### config.mk
export PLATFORM = sky130hd
export DESIGN_NAME = keypad_matrix_scanner
export DESIGN_NICKNAME = d
export VERILOG_FILES = /design/src/rtl/kms_pkg.sv /design/src/rtl/kms_scan_core.sv /design/src/rtl/keypad_matrix_scanner.sv
export SDC_FILE = /design/constraint.sdc
export NUM_CORES = 1
export LEC_CHECK = 0
export BUFFER_PORTS_ARGS = -buffer_cell sky130_fd_sc_hd__buf_2
export CAP_MARGIN = 25
export CORE_MARGIN = 2
export CORE_UTILIZATION = 40
export CTS_CLUSTER_SIZE = 16
export DETAILED_ROUTE_END_ITERATION = 6
export GPL_ROUTABILITY_DRIVEN = 0
export GPL_TIMING_DRIVEN = 0
export SKIP_CTS_REPAIR_TIMING = 1
export SLEW_MARGIN = 40
export SYNTH_ARGS = -nofsm -noshare
export SYNTH_HDL_FRONTEND = slang
export SYNTH_SLANG_ARGS = --single-unit
### constraint.sdc
create_clock -name clock -period 7.3 [get_ports clock]
set_input_delay 1.095 -clock clock [delete_from_list [all_inputs] [get_ports clock]]
set_output_delay 1.095 -clock clock [all_outputs]
set_load 0.02 [all_outputs]
### src/rtl/kms_pkg.sv
`timescale 1ns / 1ps
// kms_pkg: shared constants, types and the key map of the keypad matrix scanner.
// No dependencies; used by kms_scan_core and keypad_matrix_scanner.
package kms_pkg;

   localparam int KP_ROWS = 4;
   localparam int KP_COLS = 3;
   localparam int KP_KEYS = KP_ROWS * KP_COLS;

   localparam int HISTORY_BITS_DEFAULT = 32;

   localparam int ELAPSED_WIDTH = 16;
   localparam int INDEX_WIDTH   = 4;
   localparam int CHAR_WIDTH    = 7;

   localparam logic [ELAPSED_WIDTH-1:0] LOCKOUT_RESET = 16'd200;
   localparam logic [ELAPSED_WIDTH-1:0] ELAPSED_MAX   = 16'hFFFF;

   // request command codes
   localparam logic CMD_TICK = 1'b0;
   localparam logic CMD_SCAN = 1'b1;

   // ASCII codes: the base of the digit run, and the keys that do not follow it
   localparam logic [CHAR_WIDTH-1:0] CHAR_ONE  = 7'h31;
   localparam logic [CHAR_WIDTH-1:0] CHAR_STAR = 7'h2A;
   localparam logic [CHAR_WIDTH-1:0] CHAR_ZERO = 7'h30;
   localparam logic [CHAR_WIDTH-1:0] CHAR_HASH = 7'h23;

   localparam logic [INDEX_WIDTH-1:0] IDX_STAR = 4'd9;
   localparam logic [INDEX_WIDTH-1:0] IDX_ZERO = 4'd10;
   localparam logic [INDEX_WIDTH-1:0] IDX_HASH = 4'd11;

   typedef struct packed {
      logic                   hit;
      logic [INDEX_WIDTH-1:0] index;
   } scan_result_type;

   // key index to ASCII: 0..8 -> '1'..'9', then '*', '0', '#'
   function automatic logic [CHAR_WIDTH-1:0] key_char(input logic [INDEX_WIDTH-1:0] idx);
      logic [CHAR_WIDTH-1:0] ch;
      case (idx)
         IDX_STAR: ch = CHAR_STAR;
         IDX_ZERO: ch = CHAR_ZERO;
         IDX_HASH: ch = CHAR_HASH;
         default:  ch = CHAR_ONE + {3'd0, idx};
      endcase
      return ch;
   endfunction

endpackage

### src/rtl/kms_scan_core.sv
`timescale 1ns / 1ps
// kms_scan_core: next-state logic for one request (tick or scan).
// Depends on kms_pkg.
module kms_scan_core #(
   parameter int HISTORY_BITS = kms_pkg::HISTORY_BITS_DEFAULT
) (
   input  logic                                cmd,
   input  logic [kms_pkg::KP_KEYS-1:0]         key_levels,
   input  logic [HISTORY_BITS-1:0]             hist      [kms_pkg::KP_KEYS],
   input  logic [kms_pkg::ELAPSED_WIDTH-1:0]   elapsed_ms,
   input  logic [kms_pkg::ELAPSED_WIDTH-1:0]   lockout_ms,
   output logic [HISTORY_BITS-1:0]             hist_next [kms_pkg::KP_KEYS],
   output logic [kms_pkg::ELAPSED_WIDTH-1:0]   elapsed_next,
   output kms_pkg::scan_result_type            result
);

   logic [HISTORY_BITS:0]   shifted [kms_pkg::KP_KEYS];
   logic [HISTORY_BITS-1:0] hist_sh [kms_pkg::KP_KEYS];
   logic [kms_pkg::KP_KEYS-1:0] nz;
   logic                    armed;
   logic                    found;
   logic [1:0]              hit_row;
   logic [kms_pkg::INDEX_WIDTH-1:0] hit_idx;

   // shift level into each history; top bit drops
   always_comb begin
      for (int k = 0; k < kms_pkg::KP_KEYS; k++) begin
         shifted[k] = {hist[k], key_levels[k]};
         hist_sh[k] = shifted[k][HISTORY_BITS-1:0];
         nz[k]      = |hist_sh[k];
      end
   end

   assign armed = (cmd == kms_pkg::CMD_SCAN) && (elapsed_ms > lockout_ms);

   // row-major priority pick
   always_comb begin
      found   = 1'b0;
      hit_row = '0;
      hit_idx = '0;
      for (int r = 0; r < kms_pkg::KP_ROWS; r++) begin
         for (int c = 0; c < kms_pkg::KP_COLS; c++) begin
            if (!found && nz[r*kms_pkg::KP_COLS + c]) begin
               found   = 1'b1;
               hit_row = 2'(r);
               hit_idx = kms_pkg::INDEX_WIDTH'(r*kms_pkg::KP_COLS + c);
            end
         end
      end
   end

   assign result.hit   = armed && found;
   assign result.index = hit_idx;

   // after a hit, rows below the hit row hold only this scan's level
   always_comb begin
      for (int r = 0; r < kms_pkg::KP_ROWS; r++) begin
         for (int c = 0; c < kms_pkg::KP_COLS; c++) begin
            if (cmd != kms_pkg::CMD_SCAN) begin
               hist_next[r*kms_pkg::KP_COLS + c] = hist[r*kms_pkg::KP_COLS + c];
            end else if (!result.hit) begin
               hist_next[r*kms_pkg::KP_COLS + c] = hist_sh[r*kms_pkg::KP_COLS + c];
            end else if (2'(r) > hit_row) begin
               hist_next[r*kms_pkg::KP_COLS + c] =
                  {{(HISTORY_BITS-1){1'b0}}, key_levels[r*kms_pkg::KP_COLS + c]};
            end else begin
               hist_next[r*kms_pkg::KP_COLS + c] = '0;
            end
         end
      end
   end

   always_comb begin
      if (cmd == kms_pkg::CMD_TICK) begin
         elapsed_next = (elapsed_ms < kms_pkg::ELAPSED_MAX) ?
                        elapsed_ms + kms_pkg::ELAPSED_WIDTH'(1) : elapsed_ms;
      end else if (result.hit) begin
         elapsed_next = '0;
      end else begin
         elapsed_next = elapsed_ms;
      end
   end

endmodule

### src/rtl/keypad_matrix_scanner.sv
`timescale 1ns / 1ps
// keypad_matrix_scanner: 4x3 telephone keypad scanner with lockout between presses.
// Depends on kms_pkg and kms_scan_core.
//
//   channel   ports                                   direction
//   req       req_valid/ready, req_cmd, req_key_levels  in
//   rsp       rsp_valid/ready, rsp_key_char, rsp_key_index out
//   csr       csr_valid/ready, csr_data (lockout_ms)    in
//
// One request per cycle while req_ready is high: the key histories, the elapsed
// counter and, on a hit, the response register all load at the edge that takes
// the request, so a response is valid in the cycle after it is taken.
// req_ready drops only while a response sits unread and rsp_ready is low.
// Synchronous active-high reset clears histories, elapsed time and the
// response valid, and loads lockout_ms with 200. csr is always ready.
module keypad_matrix_scanner #(
   parameter int HISTORY_BITS = kms_pkg::HISTORY_BITS_DEFAULT
) (
   input  logic                                clock,
   input  logic                                reset,
   input  logic                                req_valid,
   output logic                                req_ready,
   input  logic                                req_cmd,
   input  logic [kms_pkg::KP_KEYS-1:0]         req_key_levels,
   output logic                                rsp_valid,
   input  logic                                rsp_ready,
   output logic [kms_pkg::CHAR_WIDTH-1:0]      rsp_key_char,
   output logic [kms_pkg::INDEX_WIDTH-1:0]     rsp_key_index,
   input  logic                                csr_valid,
   output logic                                csr_ready,
   input  logic [kms_pkg::ELAPSED_WIDTH-1:0]   csr_data
);

   logic [HISTORY_BITS-1:0]           hist_ff [kms_pkg::KP_KEYS];
   logic [HISTORY_BITS-1:0]           hist_in [kms_pkg::KP_KEYS];
   logic [kms_pkg::ELAPSED_WIDTH-1:0] elapsed_ff;
   logic [kms_pkg::ELAPSED_WIDTH-1:0] elapsed_in;
   logic [kms_pkg::ELAPSED_WIDTH-1:0] lockout_ff;
   logic                              rsp_valid_ff;
   logic [kms_pkg::CHAR_WIDTH-1:0]    rsp_char_ff;
   logic [kms_pkg::INDEX_WIDTH-1:0]   rsp_index_ff;
   kms_pkg::scan_result_type          result;
   logic                              req_take;

   // output slot is free, or is being drained this cycle
   assign req_ready = !rsp_valid_ff || rsp_ready;
   assign req_take  = req_valid && req_ready;
   assign csr_ready = 1'b1;

   kms_scan_core #(
      .HISTORY_BITS(HISTORY_BITS)
   ) u_core (
      .cmd          (req_cmd),
      .key_levels   (req_key_levels),
      .hist         (hist_ff),
      .elapsed_ms   (elapsed_ff),
      .lockout_ms   (lockout_ff),
      .hist_next    (hist_in),
      .elapsed_next (elapsed_in),
      .result       (result)
   );

   // key state and elapsed counter
   always_ff @(posedge clock) begin
      if (reset) begin
         for (int k = 0; k < kms_pkg::KP_KEYS; k++) begin
            hist_ff[k] <= '0;
         end
         elapsed_ff <= '0;
      end else if (req_take) begin
         hist_ff    <= hist_in;
         elapsed_ff <= elapsed_in;
      end
   end

   // lockout register
   always_ff @(posedge clock) begin
      if (reset) begin
         lockout_ff <= kms_pkg::LOCKOUT_RESET;
      end else if (csr_valid && csr_ready) begin
         lockout_ff <= csr_data;
      end
   end

   // response register
   always_ff @(posedge clock) begin
      if (reset) begin
         rsp_valid_ff <= 1'b0;
      end else if (req_take) begin
         rsp_valid_ff <= result.hit;
      end else if (rsp_ready) begin
         rsp_valid_ff <= 1'b0;
      end
   end

   always_ff @(posedge clock) begin
      if (req_take && result.hit) begin
         rsp_char_ff  <= kms_pkg::key_char(result.index);
         rsp_index_ff <= result.index;
      end
   end

   assign rsp_valid     = rsp_valid_ff;
   assign rsp_key_char  = rsp_char_ff;
   assign rsp_key_index = rsp_index_ff;

   // a hit restarts the lockout window
   a_hit_clears_elapsed: assert property (@(posedge clock) disable iff (reset)
      (req_take && result.hit) |=> (elapsed_ff == '0))
      else $error("elapsed not cleared after accepted key");

   // a tick never produces a response
   a_tick_no_rsp: assert property (@(posedge clock) disable iff (reset)
      (req_take && req_cmd == kms_pkg::CMD_TICK) |=> !rsp_valid_ff)
      else $error("response after tick");

   // hit only when lockout has expired
   a_hit_after_lockout: assert property (@(posedge clock) disable iff (reset)
      result.hit |-> (elapsed_ff > lockout_ff))
      else $error("hit inside lockout window");

   // response index is a real key
   a_index_range: assert property (@(posedge clock) disable iff (reset)
      rsp_valid_ff |-> (rsp_index_ff <= kms_pkg::IDX_HASH))
      else $error("response key index out of range");

endmodule
**Yosys cells after proc, flatten, opt, wreduce, memory -nomap -nowiden**

Index checks and enable logic that the tools add are counted.
W data, S select, Z words.

- Output and inout port bits: 14
- Input port bits: 34
- Register bits after elaboration: 416
- Word-level logic and storage cells: 135

- $lt $le $gt $ge: 6
- Reduce and logical (&&, ||, !) cells: 44
- Equal/unequal tests: 4
- Mux-type cells: 62
- Add/subtract/negate cells: 2

Operators with widths:

| operator | count |
|---|---|
| $reduce_or A32 Y1 | 12 |
| $mux W31 | 12 |
| $mux W16 | 3 |
| $mux W1 | 30 |
| $pmux W7 S3 | 1 |
| $add A16 B1 Y16 const B | 1 |
| $gt A16 B16 Y1 | 1 |
| $lt A16 B16 Y1 const B | 1 |
| $mux W2 | 8 |
| $mux W4 | 4 |
| $logic_and A1 B1 Y1 | 15 |
| $eq A4 B4 Y1 const B | 3 |
| $logic_not A1 Y1 | 12 |
| $mux W3 | 4 |
| $add A6 B4 Y7 const A | 1 |
| $gt A1 B2 Y1 const A | 2 |
| $gt A2 B2 Y1 const A | 2 |
| $reduce_bool A2 Y1 | 2 |
| $reduce_and A3 Y1 | 1 |
| $ne A2 B1 Y1 const B | 1 |
| $reduce_and A2 Y1 | 1 |
| $logic_or A1 B1 Y1 | 1 |

**Depth between registers and ports, before layout**

- Word-level depth: 38
- Gate-level depth with buffers: 12
- Mapped depth without buffers: 11

**Hierarchy**

Synthesis repeated with hierarchy kept, for this count alone.

- Cell total of the unflattened synthesis: 3119
- Area, all modules: 25515.7 µm²

By module, submodules not included:

| module | instances | cells an instance | sequential area each (µm²) | area an instance (µm²) |
|---|---|---|---|---|
| keypad_matrix_scanner | 1 | 1919 | 8678.3 | 18266.3 |
| kms_scan_core | 1 | 1200 | 0.0 | 7249.5 |

**Worst setup path after synthesis**

OpenSTA, ideal clock, no wires.

- Kind: in2reg
- Start: input req_key_levels[1] (netlist bit)
- End: register rsp_char_ff, in the netlist rsp_key_char[3] (data pin)
- Setup time: 0.265 ns
- Cell stages on the path: 11
- Required time: 7.035 ns
- Path slack: 4.049 ns
- Arrival: 2.986 ns
- Buffers on the path: 0
- Path through: nor4_1 > nand4_1 > nor4_2 > nand4_2 > nor3_1 > a22oi_1 > inv_1 > ha_1 > nor2_1 > o21ai_0 > o41ai_1

RTL lines:

| what | RTL line | source |
|---|---|---|
| start: declaration | keypad_matrix_scanner.sv:24 | `input logic [kms_pkg::KP_KEYS-1:0] req_key_levels,` |
| end signal: assignment | keypad_matrix_scanner.sv:98 | `rsp_char_ff <= kms_pkg::key_char(result.index);` |
| end: declaration | keypad_matrix_scanner.sv:40 | `logic [kms_pkg::CHAR_WIDTH-1:0] rsp_char_ff;` |

==> flow_summary.json <==
{
  "min_path_type": "reg2reg",
  "worstSetupPathType": "in2reg",
  "async_flop_share": 0,
  "p_seq_frac": 0.470,
  "first_iter_violations": 1059,
  "firstDrtPassIters": 5,
  "clock_sinks": 416,
  "ant_nets": 0,
  "wl_per_cell_microns": 16.4,
  "reg2reg_slack_ns": 3.41,
  "cts_tree": "done",
  "synth-seq-area-share": 0.481,
  "fin_tns_setup_ns": 0,
  "drcViolationCount": 0,
  "clkLatencyLatePin_ns": 0.57,
  "synth_area_leaders": "dfxtp_1 46%, o211ai_1 16%, a21oi_1 11%",
  "yosys.area.top_type_share": 0.462,
  "synth-main-ff-cell": "dfxtp_1",
  "p_int_mw": 3.74,
  "place_inst": 2726,
  "power.density_nw_per_um2": 244,
  "io-pin-count": 48,
  "cts-htree-levels": 2,
  "cp-startpoint": "req_key_levels[1]",
  "grt_remaining_overflow": 0,
  "root_buffer": "clkbuf_16",
  "skew_ns": 0.0185,
  "antenna_cells": 0,
  "yosysUniqueCellTypes": 45,
  "numCtsBuffers": 46,
  "period_share": 0.561,
  "die_y_microns": 213,
  "cts.clk_slew.worst_paths_ns": 0.06,
  "synth_edf_count": 11,
  "grt_max_degree": 14,
  "worstReg2RegStart": "hist_ff[336]$_SDFFE_PP0P_",
  "max-cap-violations": 0,
  "synth_warnings": 0,
  "synth_top_cell_by_area": "dfxtp_1",
  "num_vias": 15943,
  "core_area_sq_um": 43200,
  "required_ns": 7.57,
  "drv_slew": 0,
  "combPwrFrac": 0.053,
  "hp-start": "hist_ff[286]$_SDFFE_PP0P_",
  "final_cell_mix": "405 x dfxtp_1, 391 x nand2_1, 371 x a21oi_1",
  "drive_above_1_share": 0.0733,
  "die_x_microns": 213,
  "crit_path_max_fanout": 8,
  "ff2ff_path_depth": 11,
  "instances_no_fill": 2809,
  "grt_pass1_wl_microns": 76200,
  "clkPwrFrac": 0.477,
  "cts_max_path_buffers": 3,
  "swShare": 0.235,
  "dp_hpwl_microns": 31600,
  "antenna_found_initial": 0,
  "syn_area_sq_um": 17500,
  "num_rows": 76,
  "end_kind": "flop",
  "startpoint_type": "primary input",
  "worstReg2RegEnd": "rsp_key_char[3]$_DFFE_PP_",
  "initial_utilization": 0.406,
  "finalWorstPathRequiredPeriod_ns": 4.09,
  "fmax_mhz": 244,
  "p_sw_mw": 1.15,
  "grtUsageTotal": 0.204,
  "setup_viol": 0,
  "first_global_vias": 14965,
  "netlist_instances": 2094,
  "io_buffer_count": 45,
  "peakVddDrop_uv": 154,
  "relSlewSlack": 0.477,
  "drt_wl_total_microns": 46000,
  "synthesis.area_per_instance_sq_um": 8.38,
  "rsz0062_at_grt": "false",
  "crit_end": "rsp_key_char[3]$_DFFE_PP_",
  "syn2layout_area_growth_pct": 14.3,
  "synth-seq-cells": 416,
  "finalHoldViolCount": 0,
  "final_common_cell": "dfxtp_1",
  "worstPathArrival_ns": 4.36,
  "viasPerCell": 5.68,
  "die_area_sq_um": 45500,
  "tightest_slew_ns": 0.785,
  "outcome": "complete, no violations",
  "p_leak_nw": 6.27,
  "fin_nets": 2243
}
==> synthesized netlist by cell type, types with 11 or more instances <==
master / n
buf_2: 35
nand4_1: 33
edfxtp_1: 11
inv_1: 24
mux2i_1: 13
xnor2_1: 11
clkbuf_1: 170
ha_1: 20
nand3_1: 16
nor4_1: 100
a21oi_1: 371
o21ai_0: 16
dfxtp_1: 405
nor2_1: 53
o211ai_1: 367
nand2_1: 391
==> critical path, cell delays in order <==
cell	delay, ns
buf_2	0.13
nor4_1	0.23
nand4_1	0.38
nor4_2	0.50
nand4_2	0.35
nor3_1	0.32
a22oi_1	0.23
inv_1	0.16
ha_1	0.25
nor2_1	0.05
o21ai_0	0.42
o41ai_1	0.24
==> power by group through the flow <==
stage                     clock (mW)  combinational [mW]  sequential (mW)
after global routing            2.49               0.286             2.30
after CTS                       2.38               0.258             2.30
after global placement             0               0.254             2.35
after floorplan                    0               0.168             2.35
after detailed placement           0               0.257             2.35
final                           2.33               0.260             2.30
==> registers in the layout, summed over array words and instances, names as in the netlist <==
signal,count
elapsed_ff,16
hist_ff,372
lockout_ff,16
rsp_key_char,7
rsp_key_index,4
rsp_valid,1
==> logic make-up after synthesis <==
family,after synthesis,share of synthesized area
AO/OA/AOI/OAI,778,0.279
AND/OR/NAND/NOR,617,0.157
flip-flops,416,0.481
buffers and inverters,234,0.0532
adder cells (fa/ha/maj),20,0.0143
XOR/XNOR,14,0.00699
multiplexers,13,0.00742
other,2,0.000428
==> layer usage <==
metal / wire [microns] / vias up / track usage
met4: 1210 / 0 / 0.0651
met5: 0 / - / 0
li1: - / 7906 / -
met1: 21800 / 7623 / 0.280
met3: 2320 / 80 / 0.0391
met2: 20700 / 334 / 0.324
==> worst min-delay path by stage <==
stage                                     end  depth (start not counted)  slack [ns]
floorplan           hist_ff[318]$_SDFFE_PP0P_                          2        0.44
global placement    hist_ff[286]$_SDFFE_PP0P_                          2        0.44
detailed placement  hist_ff[286]$_SDFFE_PP0P_                          2        0.45
CTS                 hist_ff[286]$_SDFFE_PP0P_                          2        0.46
global route        hist_ff[286]$_SDFFE_PP0P_                          2        0.48
finish              hist_ff[286]$_SDFFE_PP0P_                          2        0.46
==> final cells by class <==
cell class,count,area [sq um]
multi-input combinational,1445,8190
tap,585,732
clock inverter,11,108
clock buffer,72,1410
fill,4280,23100
timing repair buffer,46,233
sequential,416,8440
inverter,24,90.1
buffer,210,843
==> per-stage QoR <==
| stage | power (mW) | hold WS (ns) | util | area, sq um | setup WS [ns] |
|---|---|---|---|---|---|
| finish | 4.89 | 0.455 | 0.464 | 20000 | 3.21 |
| global route | 5.07 | 0.478 | 0.464 | 20000 | 3.09 |
| CTS | 4.94 | 0.457 | 0.464 | 20000 | 3.25 |
| detailed placement | 2.61 | 0.449 | 0.429 | 18500 | 2.65 |
| global placement | 2.60 | 0.443 | 0.429 | 18500 | 2.64 |
| floorplan | 2.51 | 0.436 | - | 17500 | 4.05 |
Note: power is estimated with default switching activity, not from simulation.
